==> config.mk <==
export PLATFORM = sky130hd
export DESIGN_NAME = ordered_list_engine
export DESIGN_NICKNAME = d
export VERILOG_FILES = /design/src/ole_pkg.sv /design/src/ole_store.sv /design/src/ole_seq.sv /design/src/ordered_list_engine.sv
export SDC_FILE = /design/constraint.sdc
export NUM_CORES = 2
export LEC_CHECK = 0
export BUFFER_PORTS_ARGS = -buffer_cell sky130_fd_sc_hd__buf_2
export CORE_MARGIN = 8
export CORE_UTILIZATION = 51
export CTS_BUF_LIST = sky130_fd_sc_hd__clkbuf_16
export CTS_CLUSTER_DIAMETER = 50
export DETAILED_ROUTE_END_ITERATION = 7
export PLACE_DENSITY = 0.66
export SYNTH_ARGS = -nofsm -noshare
export SYNTH_HDL_FRONTEND = slang
export SYNTH_SLANG_ARGS = --single-unit
==> constraint.sdc <==
create_clock -name i_clk -period 4.82 [get_ports i_clk]
set_input_delay 0.482 -clock i_clk [delete_from_list [all_inputs] [get_ports i_clk]]
set_output_delay 0.482 -clock i_clk [all_outputs]
set_load 0.02 [all_outputs]
==> src/ole_pkg.sv <==
// Package for the ordered list engine.
// Holds field widths, the request and status codes and the result word type.
// No dependencies.
package ole_pkg;

    localparam int VAL_W = 32;
    localparam int OP_W  = 3;
    localparam int POS_W = 7;
    localparam int ST_W  = 3;
    localparam int IDX_W = 7;

    typedef enum logic [OP_W-1:0] {
        OP_INSERT = 3'd0,
        OP_DELETE = 3'd1,
        OP_READ   = 3'd2,
        OP_LOCATE = 3'd3,
        OP_LENGTH = 3'd4,
        OP_MIDDLE = 3'd5
    } t_op;

    typedef enum logic [ST_W-1:0] {
        ST_OK       = 3'd0,
        ST_RANGE    = 3'd1,
        ST_NOTFOUND = 3'd2,
        ST_EMPTY    = 3'd3,
        ST_FULL     = 3'd4
    } t_status;

    typedef struct packed {
        t_status                  status;
        logic signed [VAL_W-1:0]  value;
        logic [IDX_W-1:0]         index;
        logic [IDX_W-1:0]         length;
        logic                     empty;
    } t_result;

endpackage

==> src/ole_store.sv <==
// Element store of the ordered list engine.
// One write port and one read port, read data registered.
// Depends on ole_pkg.
module ole_store
    import ole_pkg::*;
#(
    parameter int DEPTH = 64,
    parameter int AW    = 6
) (
    input  logic                    i_clk,
    input  logic                    i_wr_en,
    input  logic [AW-1:0]           i_wr_addr,
    input  logic signed [VAL_W-1:0] i_wr_data,
    input  logic                    i_rd_en,
    input  logic [AW-1:0]           i_rd_addr,
    output logic signed [VAL_W-1:0] o_rd_data
);

    logic signed [VAL_W-1:0] r_mem [DEPTH];
    logic signed [VAL_W-1:0] r_rd_data;

    always_ff @(posedge i_clk) begin
        if (i_wr_en) begin
            r_mem[i_wr_addr] <= i_wr_data;
        end
        if (i_rd_en) begin
            r_rd_data <= r_mem[i_rd_addr];
        end
    end

    assign o_rd_data = r_rd_data;

endmodule

==> src/ole_seq.sv <==
// Request sequencer of the ordered list engine.
// Walks the element store one entry a cycle for shift, scan and single reads.
// Depends on ole_pkg; drives the ports of ole_store.
module ole_seq
    import ole_pkg::*;
#(
    parameter int CAPACITY = 64,
    parameter int AW       = 6,
    parameter int CW       = 7
) (
    input  logic                    i_clk,
    input  logic                    i_rst_n,
    input  logic                    i_start,
    input  logic [OP_W-1:0]         i_op,
    input  logic [POS_W-1:0]        i_position,
    input  logic signed [VAL_W-1:0] i_item_value,
    output logic                    o_busy,
    output logic                    o_res_valid,
    output t_result                 o_res,
    input  logic                    i_res_take,
    output logic                    o_rd_en,
    output logic [AW-1:0]           o_rd_addr,
    input  logic signed [VAL_W-1:0] i_rd_data,
    output logic                    o_wr_en,
    output logic [AW-1:0]           o_wr_addr,
    output logic signed [VAL_W-1:0] o_wr_data
);

    localparam int XW = ((CW > POS_W) ? CW : POS_W) + 1;
    localparam logic [XW-1:0] CAP_X = XW'(CAPACITY);

    typedef enum logic [2:0] {
        S_IDLE,
        S_INS_SHIFT,
        S_INS_FILL,
        S_DEL_HEAD,
        S_DEL_SHIFT,
        S_RD_WAIT,
        S_SCAN,
        S_DONE
    } t_state;

    t_state                  r_state,  n_state;
    logic [CW-1:0]           r_count,  n_count;
    logic [AW-1:0]           r_base,   n_base;
    logic [AW-1:0]           r_addr,   n_addr;
    logic signed [VAL_W-1:0] r_val,    n_val;
    t_status                 r_status, n_status;
    logic signed [VAL_W-1:0] r_rval,   n_rval;
    logic [IDX_W-1:0]        r_ridx,   n_ridx;

    logic [XW-1:0] pos_x;
    logic [XW-1:0] cnt_x;
    logic [XW-1:0] addr_nx;
    logic [XW-1:0] mid_x;

    always_comb begin
        pos_x   = XW'(i_position);
        cnt_x   = XW'(r_count);
        addr_nx = XW'(r_addr) + XW'(1);
        mid_x   = cnt_x >> 1;

        n_state  = r_state;
        n_count  = r_count;
        n_base   = r_base;
        n_addr   = r_addr;
        n_val    = r_val;
        n_status = r_status;
        n_rval   = r_rval;
        n_ridx   = r_ridx;

        o_rd_en   = 1'b0;
        o_rd_addr = r_addr;
        o_wr_en   = 1'b0;
        o_wr_addr = r_addr;
        o_wr_data = i_rd_data;

        case (r_state)
            S_IDLE: begin
                if (i_start) begin
                    n_rval   = '0;
                    n_ridx   = '0;
                    n_status = ST_OK;
                    n_val    = i_item_value;
                    n_base   = AW'(pos_x - XW'(1));
                    n_state  = S_DONE;
                    case (t_op'(i_op))
                        OP_INSERT: begin
                            if (cnt_x >= CAP_X) begin
                                n_status = ST_FULL;
                            end else if (pos_x == '0 || pos_x > cnt_x + XW'(1)) begin
                                n_status = ST_RANGE;
                            end else if (pos_x == cnt_x + XW'(1)) begin
                                n_state = S_INS_FILL;
                            end else begin
                                o_rd_en   = 1'b1;
                                o_rd_addr = AW'(cnt_x - XW'(1));
                                n_addr    = AW'(cnt_x - XW'(1));
                                n_state   = S_INS_SHIFT;
                            end
                        end
                        OP_DELETE: begin
                            if (pos_x == '0 || pos_x > cnt_x) begin
                                n_status = ST_RANGE;
                            end else begin
                                o_rd_en   = 1'b1;
                                o_rd_addr = AW'(pos_x - XW'(1));
                                n_addr    = AW'(pos_x - XW'(1));
                                n_state   = S_DEL_HEAD;
                            end
                        end
                        OP_READ: begin
                            if (pos_x == '0 || pos_x > cnt_x) begin
                                n_status = ST_RANGE;
                            end else begin
                                o_rd_en   = 1'b1;
                                o_rd_addr = AW'(pos_x - XW'(1));
                                n_state   = S_RD_WAIT;
                            end
                        end
                        OP_LOCATE: begin
                            if (cnt_x == '0) begin
                                n_status = ST_NOTFOUND;
                            end else begin
                                o_rd_en   = 1'b1;
                                o_rd_addr = '0;
                                n_addr    = '0;
                                n_state   = S_SCAN;
                            end
                        end
                        OP_LENGTH: begin
                            n_status = ST_OK;
                        end
                        OP_MIDDLE: begin
                            if (cnt_x == '0) begin
                                n_status = ST_EMPTY;
                            end else begin
                                o_rd_en   = 1'b1;
                                o_rd_addr = AW'(mid_x);
                                n_ridx    = IDX_W'(mid_x + XW'(1));
                                n_state   = S_RD_WAIT;
                            end
                        end
                        default: begin
                            n_status = ST_RANGE;
                        end
                    endcase
                end
            end
            S_INS_SHIFT: begin
                o_wr_en   = 1'b1;
                o_wr_addr = AW'(addr_nx);
                o_wr_data = i_rd_data;
                if (r_addr == r_base) begin
                    n_state = S_INS_FILL;
                end else begin
                    o_rd_en   = 1'b1;
                    o_rd_addr = r_addr - AW'(1);
                    n_addr    = r_addr - AW'(1);
                end
            end
            S_INS_FILL: begin
                o_wr_en   = 1'b1;
                o_wr_addr = r_base;
                o_wr_data = r_val;
                n_count   = r_count + CW'(1);
                n_state   = S_DONE;
            end
            S_DEL_HEAD: begin
                n_rval = i_rd_data;
                if (addr_nx == cnt_x) begin
                    n_count = r_count - CW'(1);
                    n_state = S_DONE;
                end else begin
                    o_rd_en   = 1'b1;
                    o_rd_addr = AW'(addr_nx);
                    n_addr    = AW'(addr_nx);
                    n_state   = S_DEL_SHIFT;
                end
            end
            S_DEL_SHIFT: begin
                o_wr_en   = 1'b1;
                o_wr_addr = r_addr - AW'(1);
                o_wr_data = i_rd_data;
                if (addr_nx == cnt_x) begin
                    n_count = r_count - CW'(1);
                    n_state = S_DONE;
                end else begin
                    o_rd_en   = 1'b1;
                    o_rd_addr = AW'(addr_nx);
                    n_addr    = AW'(addr_nx);
                end
            end
            S_RD_WAIT: begin
                n_rval  = i_rd_data;
                n_state = S_DONE;
            end
            S_SCAN: begin
                if (i_rd_data == r_val) begin
                    n_status = ST_OK;
                    n_ridx   = IDX_W'(addr_nx);
                    n_state  = S_DONE;
                end else if (addr_nx == cnt_x) begin
                    n_status = ST_NOTFOUND;
                    n_state  = S_DONE;
                end else begin
                    o_rd_en   = 1'b1;
                    o_rd_addr = AW'(addr_nx);
                    n_addr    = AW'(addr_nx);
                end
            end
            S_DONE: begin
                if (i_res_take) begin
                    n_state = S_IDLE;
                end
            end
            default: begin
                n_state = S_IDLE;
            end
        endcase
    end

    always_ff @(posedge i_clk) begin
        if (!i_rst_n) begin
            r_state  <= S_IDLE;
            r_count  <= '0;
            r_status <= ST_OK;
        end else begin
            r_state  <= n_state;
            r_count  <= n_count;
            r_status <= n_status;
        end
        r_base <= n_base;
        r_addr <= n_addr;
        r_val  <= n_val;
        r_rval <= n_rval;
        r_ridx <= n_ridx;
    end

    assign o_busy      = (r_state != S_IDLE);
    assign o_res_valid = (r_state == S_DONE);

    always_comb begin
        o_res.status = r_status;
        o_res.value  = r_rval;
        o_res.index  = r_ridx;
        o_res.length = IDX_W'(XW'(r_count));
        o_res.empty  = (r_count == '0);
    end

endmodule

==> src/ordered_list_engine.sv <==
// Ordered list engine, top level: sequencer, element store and output register.
// Depends on ole_pkg, ole_seq and ole_store.
//
// Keeps an ordered list of up to CAPACITY signed 32-bit words in a single
// memory with one read and one write port, element 1 at address 0. One request
// is worked at a time; the next is taken once the result has moved into the
// output register, which may still wait on the consumer. Insert at position p
// shifts elements p to n up by one before writing the new one (no shift when
// appending); delete at p shifts the elements after it down by one; locate
// scans from element 1 to a match or the end. The store moves one entry per
// cycle through its read-modify-write path. There is no clearing pass after reset.
module ordered_list_engine
    import ole_pkg::*;
#(
    parameter int CAPACITY = 64
) (
    input  logic                    i_clk,
    input  logic                    i_rst_n,
    input  logic                    i_in_valid,
    output logic                    o_in_stall,
    input  logic [OP_W-1:0]         i_op,
    input  logic [POS_W-1:0]        i_position,
    input  logic signed [VAL_W-1:0] i_item_value,
    output logic                    o_out_valid,
    input  logic                    i_out_stall,
    output logic [ST_W-1:0]         o_status,
    output logic signed [VAL_W-1:0] o_result_value,
    output logic [IDX_W-1:0]        o_result_index,
    output logic [IDX_W-1:0]        o_list_length,
    output logic                    o_is_empty
);

    localparam int AW = (CAPACITY > 1) ? $clog2(CAPACITY) : 1;
    localparam int CW = $clog2(CAPACITY + 1);

    logic                    busy;
    logic                    res_valid;
    t_result                 res;
    logic                    res_take;
    logic                    rd_en;
    logic [AW-1:0]           rd_addr;
    logic signed [VAL_W-1:0] rd_data;
    logic                    wr_en;
    logic [AW-1:0]           wr_addr;
    logic signed [VAL_W-1:0] wr_data;

    logic                    r_out_valid;
    t_result                 r_out;

    assign o_in_stall = busy;
    assign res_take   = !r_out_valid || !i_out_stall;

    ole_seq #(
        .CAPACITY (CAPACITY),
        .AW       (AW),
        .CW       (CW)
    ) u_seq (
        .i_clk        (i_clk),
        .i_rst_n      (i_rst_n),
        .i_start      (i_in_valid && !busy),
        .i_op         (i_op),
        .i_position   (i_position),
        .i_item_value (i_item_value),
        .o_busy       (busy),
        .o_res_valid  (res_valid),
        .o_res        (res),
        .i_res_take   (res_take),
        .o_rd_en      (rd_en),
        .o_rd_addr    (rd_addr),
        .i_rd_data    (rd_data),
        .o_wr_en      (wr_en),
        .o_wr_addr    (wr_addr),
        .o_wr_data    (wr_data)
    );

    ole_store #(
        .DEPTH (CAPACITY),
        .AW    (AW)
    ) u_store (
        .i_clk     (i_clk),
        .i_wr_en   (wr_en),
        .i_wr_addr (wr_addr),
        .i_wr_data (wr_data),
        .i_rd_en   (rd_en),
        .i_rd_addr (rd_addr),
        .o_rd_data (rd_data)
    );

    always_ff @(posedge i_clk) begin
        if (!i_rst_n) begin
            r_out_valid <= 1'b0;
        end else if (res_valid && res_take) begin
            r_out_valid <= 1'b1;
        end else if (!i_out_stall) begin
            r_out_valid <= 1'b0;
        end
    end

    always_ff @(posedge i_clk) begin
        if (res_valid && res_take) begin
            r_out <= res;
        end
    end

    assign o_out_valid    = r_out_valid;
    assign o_status       = r_out.status;
    assign o_result_value = r_out.value;
    assign o_result_index = r_out.index;
    assign o_list_length  = r_out.length;
    assign o_is_empty     = r_out.empty;

endmodule

Word-level counts from Yosys, hierarchy flattened
Memories as Yosys holds them, arrays and structs flattened. A register that Yosys moved wholly into a read port is not among the register bits.
Index checks and enable logic that the tools add are counted.
{"block": "totals", "regBits": 147, "mem_bits_rw": 2048, "in_bits": 46, "out_inout_bits": 52, "word_cells": 147, "memories": 1}
{"name": "u_store.r_mem", "words": 64, "word_bits": 32, "rd": 1, "rd_clocked_by_memory_dff": 1, "write_ports": 1, "line": "ole_store.sv:19", "text": "logic signed [VAL_W-1:0] r_mem [DEPTH];"}
{"block": "op_classes", "add_sub_neg": 8, "n_lt_le_gt_ge": 3, "eq_ne": 24, "mux": 67, "n_reduce_logical": 30}
{"operator": "one-hot mux 6 bit (4 select lines)", "n": 3}
{"operator": "2-to-1 mux 6 bit", "n": 11}
{"operator": "2-to-1 mux 32 bit", "n": 2}
{"operator": "one-hot mux 32 bit (2 select lines)", "n": 1}
{"operator": "2-to-1 mux 3 bit", "n": 12}
{"operator": "one-hot mux 6 bit (3 select lines)", "n": 2}
{"operator": "2-to-1 mux 7 bit", "n": 5}
{"operator": "== test 32 bit", "n": 1}
{"operator": "one-hot mux 3 bit (5 select lines)", "n": 2}
{"operator": "one-hot mux 7 bit (2 select lines)", "n": 2}
{"operator": "one-hot mux 3 bit (7 select lines)", "n": 1}
{"operator": "== test 3 bit (second input constant)", "n": 6}
{"operator": "subtractor 6 x 1 -> 6 bit (second input constant)", "n": 3}
{"operator": "2-to-1 mux 1 bit", "n": 17}
{"operator": "adder 6 x 1 -> 7 bit (second input constant)", "n": 2}
{"operator": "logical NOT 7 bit", "n": 2}
{"operator": "== test 3 x 2 -> 1 bit (second input constant)", "n": 4}
{"operator": "2-to-1 mux 2 bit", "n": 6}
{"operator": "inequality test 2 x 1 -> 1 bit (second input constant)", "n": 6}
{"operator": "AND reduction 3 bit", "n": 4}
{"operator": "OR reduction 2 bit", "n": 5}
{"operator": "adder 7 x 1 -> 8 bit (second input constant)", "n": 1}
{"operator": "== test 7 x 8 -> 1 bit", "n": 1}
{"operator": "greater-than comparator 7 x 8 -> 1 bit", "n": 1}
{"operator": "other kinds (21)", "n": 32}

Logic depth before layout (Yosys ltp)
{"block": "logic_depth", "word_depth": 8, "ltp_mapped": 22, "mapped_depth_nobuf": 17}

Modules after synthesis
Synthesis repeated with hierarchy kept, for this count alone.
{"block": "hier_totals", "cells_unflattened": 4276, "hier_area_um2": 87833.0}
{"mod": "ole_store", "n_inst": 1, "cells_each": 3511, "area_per_inst_um2": 79359.9, "seq_area_each_um2": 62459.9}
{"mod": "ole_seq", "n_inst": 1, "cells_each": 709, "area_per_inst_um2": 6924.1, "seq_area_each_um2": 2752.6}
{"mod": "ordered_list_engine", "n_inst": 1, "cells_each": 56, "area_per_inst_um2": 1549.0, "seq_area_each_um2": 1521.5}

Worst setup path before layout
No wires, ideal clock.
{"block": "synth_timing", "kind": "register to register", "startpoint": "register u_seq.r_count[1]", "endpoint": "register u_store.r_rd_data[17], in the netlist u_store.o_rd_data[17] (read register of u_store.r_mem), data pin", "setup_time_ns": 0.266, "arrival_ns": 4.498, "required_ns": 4.554, "setup_slack_ns": 0.056, "path_stages_with_launch": 22, "n_path_buf": 5, "period_less_slack_ns": 4.764, "cell_sequence": "dfxtp_1 -> ha_1 -> and3_1 -> nand2_1 -> xnor2_1 -> ha_1 -> a21o_1 -> a221oi_2 -> and4_1 -> buf_2 -> mux2i_1 -> a21oi_1 -> a2111oi_2 -> buf_6 -> buf_4 -> buf_2 -> clkbuf_4 -> mux2i_1 -> mux2i_1 -> mux2_2 -> a2bb2oi_1 -> nand4_1"}
{"block": "synth_between", "elab_chain_cells": 8, "elab_cells_between_ends": 31, "cone_classes": "add/sub: 2; order compare: 3; eq/ne: 2; mux: 21; reduce/logical: 3"}
{"item": "start: declaration", "line": "ole_seq.sv:44", "text": "logic [CW-1:0] r_count, n_count;"}
{"item": "start signal: assignment", "line": "ole_seq.sv:230", "text": "r_count <= n_count;"}
{"item": "adder 7 x 1 -> 8 bit", "line": "ole_seq.sv:91, ole_seq.sv:93"}
{"item": "greater-than comparator 7 x 8 -> 1 bit / == test 7 x 8 -> 1 bit (equally long branches)", "line": "ole_seq.sv:91, ole_seq.sv:93"}
{"item": "logical OR 1 bit (tied with other cells)", "line": "ole_seq.sv:91", "text": "end else if (pos_x == '0 || pos_x > cnt_x + XW'(1)) begin"}
{"item": "2-to-1 mux 6 bit / 2-to-1 mux 1 bit (equally long branches)"}
{"item": "2-to-1 mux 6 bit / 2-to-1 mux 1 bit (equally long branches)", "line": "ole_seq.sv:89", "text": "if (cnt_x >= CAP_X) begin"}
{"item": "one-hot mux 6 bit (4 select lines) / one-hot mux 1 bit (3 select lines) (equally long branches)", "line": "ole_seq.sv:87", "text": "case (t_op'(i_op))"}
{"item": "2-to-1 mux 6 bit / 2-to-1 mux 1 bit (equally long branches)", "line": "ole_seq.sv:80", "text": "if (i_start) begin"}
{"item": "one-hot mux 6 bit (4 select lines) / one-hot mux 1 bit (4 select lines) (equally long branches)", "line": "ole_seq.sv:78", "text": "case (r_state)"}
{"item": "end: declaration", "line": "ole_store.sv:20", "text": "logic signed [VAL_W-1:0] r_rd_data;"}
Parallel ways exist; a longest one is shown, timed or not.
A chain may end at the register's enable or synchronous reset.

Worst setup path after layout
{"block": "layout_timing", "startpoint": "register u_seq.r_count[0]", "endpoint": "register u_store.r_rd_data[6], in the netlist u_store.o_rd_data[6] (read register of u_store.r_mem), data pin"}
Same word-level chain as after synthesis.

==> out/results.ini <==
[routing]
routedWlPerCell_um = 29.9
viasPerCell = 6.17
drtIter0Drc = 6660
first_pass_iters = 5
drc = 0
vias = 55400
ant_nets = 0
wirelength_um = 269000

[critical_path]
crit_path_frequent_cell = buf_16
critical-path-top-delay-family = buffers and inverters
path_class = flop to flop
max_stage_delay_ns = 0.39
cp-start-kind = flop
end_kind = flop
arrival_ns = 5.60
cp_max_fo = 11
required_ns = 5.42
cp.buffers_inverters = 9
crit_chain = buf_6, inv_1, ha_1, inv_1, ha_1, nor2b_1, o2111ai_2, and4_4, mux2i_4, a31oi_4, a2111oi_4, buf_6, buf_16, buf_16, buf_16, buf_4, mux2i_1, mux2i_1, mux2_2, a2bb2oi_1, buf_4, nand4_1
cpMaxStageDelayCell = dfxtp_1

[yosys]
synth_cell_types = 85
synthAdderAreaFrac = 0.00417
ys_seq_area_frac = 0.726
yosys_most_used_dff = edfxtp_1
synthArstFlopShare = 0
synth_area_um2 = 91900
yosysWarnings = 0
synth_top_family_by_area = multiplexers
syn_nets = 5833
synth_top_cell_area_share = 0.723
synth_mux_area_frac = 0.105
synth-seq-cells = 2227
synth_top_cell_by_area = edfxtp_1
synth-edff-count = 2213
synth_compound_area_frac = 0.0740
netlist_top_cells_area = edfxtp_1 72%, mux2i_1 8.3%, nand2_1 2.4%
synth-simple-area-share = 0.0600
synth-xor-area-share = 0.00735
avgSynthCellArea_um2 = 16.0
syn_inst = 5757

[cts]
clockBufferDepth = 3
cts_buffers = 224
cts.root.buffer_cell = clkbuf_16
clk_latency_ns = 0.89
tritoncts = yes
clk_pin_slew_worst_paths_ns = 0.06
clock_sinks = 2227
htree_num_levels = 4

[die]
initial_core_util = 0.511
rows = 156
ios = 98
fp.dieW_um = 441
die_area_um2 = 194000
fp.dieH_um = 441
core_um2 = 180000

[cells_and_area]
area_growth_pct = 21.8
fin_cells = 8983
fillers = 12600
stdcell_area_um2 = 112000
nNetsFinal = 6495
final_layout_size_suffix_gt1_frac = 0.239

[sta]
maxSlewHeadroom = 0.100
setup_viol = 31
worst_pin_slew_ns = 1.35
worst_hold_slack_ns = 0.0764
slew_violations = 0
rsz0062_at_grt = yes
max_freq_ghz = 0.200
hold_viol = 0
fin_worst_skew_ns = 0.0542
finalCriticalPeriod_ns = 5.00
setup_tns_ns = -2.43
setup_ws_ns = -0.179
period_share = 1.04

[place]
dp_cells = 8397
hpwl_um = 161000
io_buffers = 97
place_area_um2 = 100000
gp_congestion = 0.946

[grt]
antenna_found_initial = 18
grt_usage = 0.268
grt_max_degree = 83
overflow = 0
grt_pass1_vias = 52600
grt_pass1_wl_um = 377000

[status]
status = finished, violations left
violations = setup timing

[hold_path]
worstHoldPathType = input pin to flop

[job]
cap_violations = 0

-- synthesized netlist by cell type, drive strengths merged (4+ instances only) --
cell,instances
or3,5
clkbuf,97
a21o,11
mux4,8
nor4,13
nand4,41
xnor2,25
xor2,47
o22ai,7
nand2b,6
a211o,7
a2111oi,4
a21oi,170
mux2i,763
a31oi,133
a211oi,260
o21bai,5
inv,23
buf,273
nand2,593
dfxtp,14
o21ai,38
nor2b,263
and2,14
a311oi,125
nand3b,5
o21a,4
nand3,19
nor2,129
o31ai,4
a221oi,8
ha,29
nor3b,4
nor3,19
a2bb2oi,125
mux2,159
a22oi,6
and3,37
edfxtp,2213
and4,5
-- stage by stage --
| step | setup slack [ns] | util |
|---|---|---|
| floorplan | 0.0561 | - |
| global placement | -1.11 | 0.556 |
| detailed placement | -1.07 | 0.556 |
| CTS | -0.112 | 0.613 |
| global route | -0.373 | 0.622 |
| finish | -0.179 | 0.622 |
-- cell type report --
class	count	area [um^2]	share of cell area
flip-flops and latches	2227	66700	0.596
multi-input cells	3135	25300	0.226
repair buffers	806	9950	0.0888
clock buffers	225	5630	0.0503
well taps	2370	2970	0.0265
clock inverters	181	1310	0.0117
inverters	25	97.6	0.000871
diodes	14	35.0	0.000313
-- routing by layer --
layer  up-vias  share of wire  track usage  wire (um)
met1     28200           0.40        0.367     108000
met5         -        0.00039            0        106
met3       546          0.091       0.0506      24600
met2      2783           0.46        0.417     123000
met4        16          0.051        0.126      13800
li1      23900              -            -          -
-- state kept, by name (all words and copies together), names as in the netlist --
signal,count
u_store.r_mem,2048
o_result_value,32
u_seq.r_rval,32
u_seq.r_val,32
u_store.o_rd_data,32
o_list_length,7
o_result_index,7
u_seq.r_count,7
u_seq.r_ridx,7
u_seq.r_addr,6
u_seq.r_base,6
o_status,3
u_seq.r_state,3
u_seq.r_status,3
o_is_empty,1
o_out_valid,1
-- path summary, 6_finish.rpt --
check,startpoint,endpoint,slack [ns],cells after the start
setup / recovery,u_seq.r_count[0],u_store.o_rd_data[6],-0.18,22
hold / removal,i_position[4],u_seq.r_base[4],0.08,2
setup reg to reg,u_seq.r_count[0],u_store.o_rd_data[6],-0.18,22
hold reg to reg,u_seq.r_rval[12],o_result_value[12],0.41,0
-- kinds of logic (layout without fill, tap and decap cells) --
| group | Yosys count | in the layout |
|---|---|---|
| DFF | 2227 | 2227 |
| and+or+nand+nor | 1162 | 1162 |
| AOI/OAI and AO/OA | 939 | 939 |
| muxes | 930 | 930 |
| buffers and inverters | 395 | 1237 |
| xor gates and xnor gates | 74 | 74 |
| adders and majority gates | 30 | 30 |
| other | 0 | 14 |
-- repair_timing --
| item | CTS | global route |
|---|---|---|
| hold endpoints to repair | 44 | 0 |
| hold buffers | 35 | 0 |
| pin swaps | 78 | 80 |
| endpoints found under the setup margin | 32 | 32 |
| cloned | 38 | 17 |
| buffers inserted | 47 | 38 |
| resized for setup | 286 | 207 |
-- cell usage in the layout (no fill, tap or decap), types with 132 or more instances in the layout --
cell type	count
buf_4	345
nand2_1	590
buf_12	180
mux2i_1	747
a211oi_1	200
edfxtp_1	2213
nor2b_1	260
mux2_2	135
clkbuf_16	242
a31oi_1	132
Power is not shown: default switching activity piles up to over one toggle a cycle in this logic, so the estimate is an artifact.
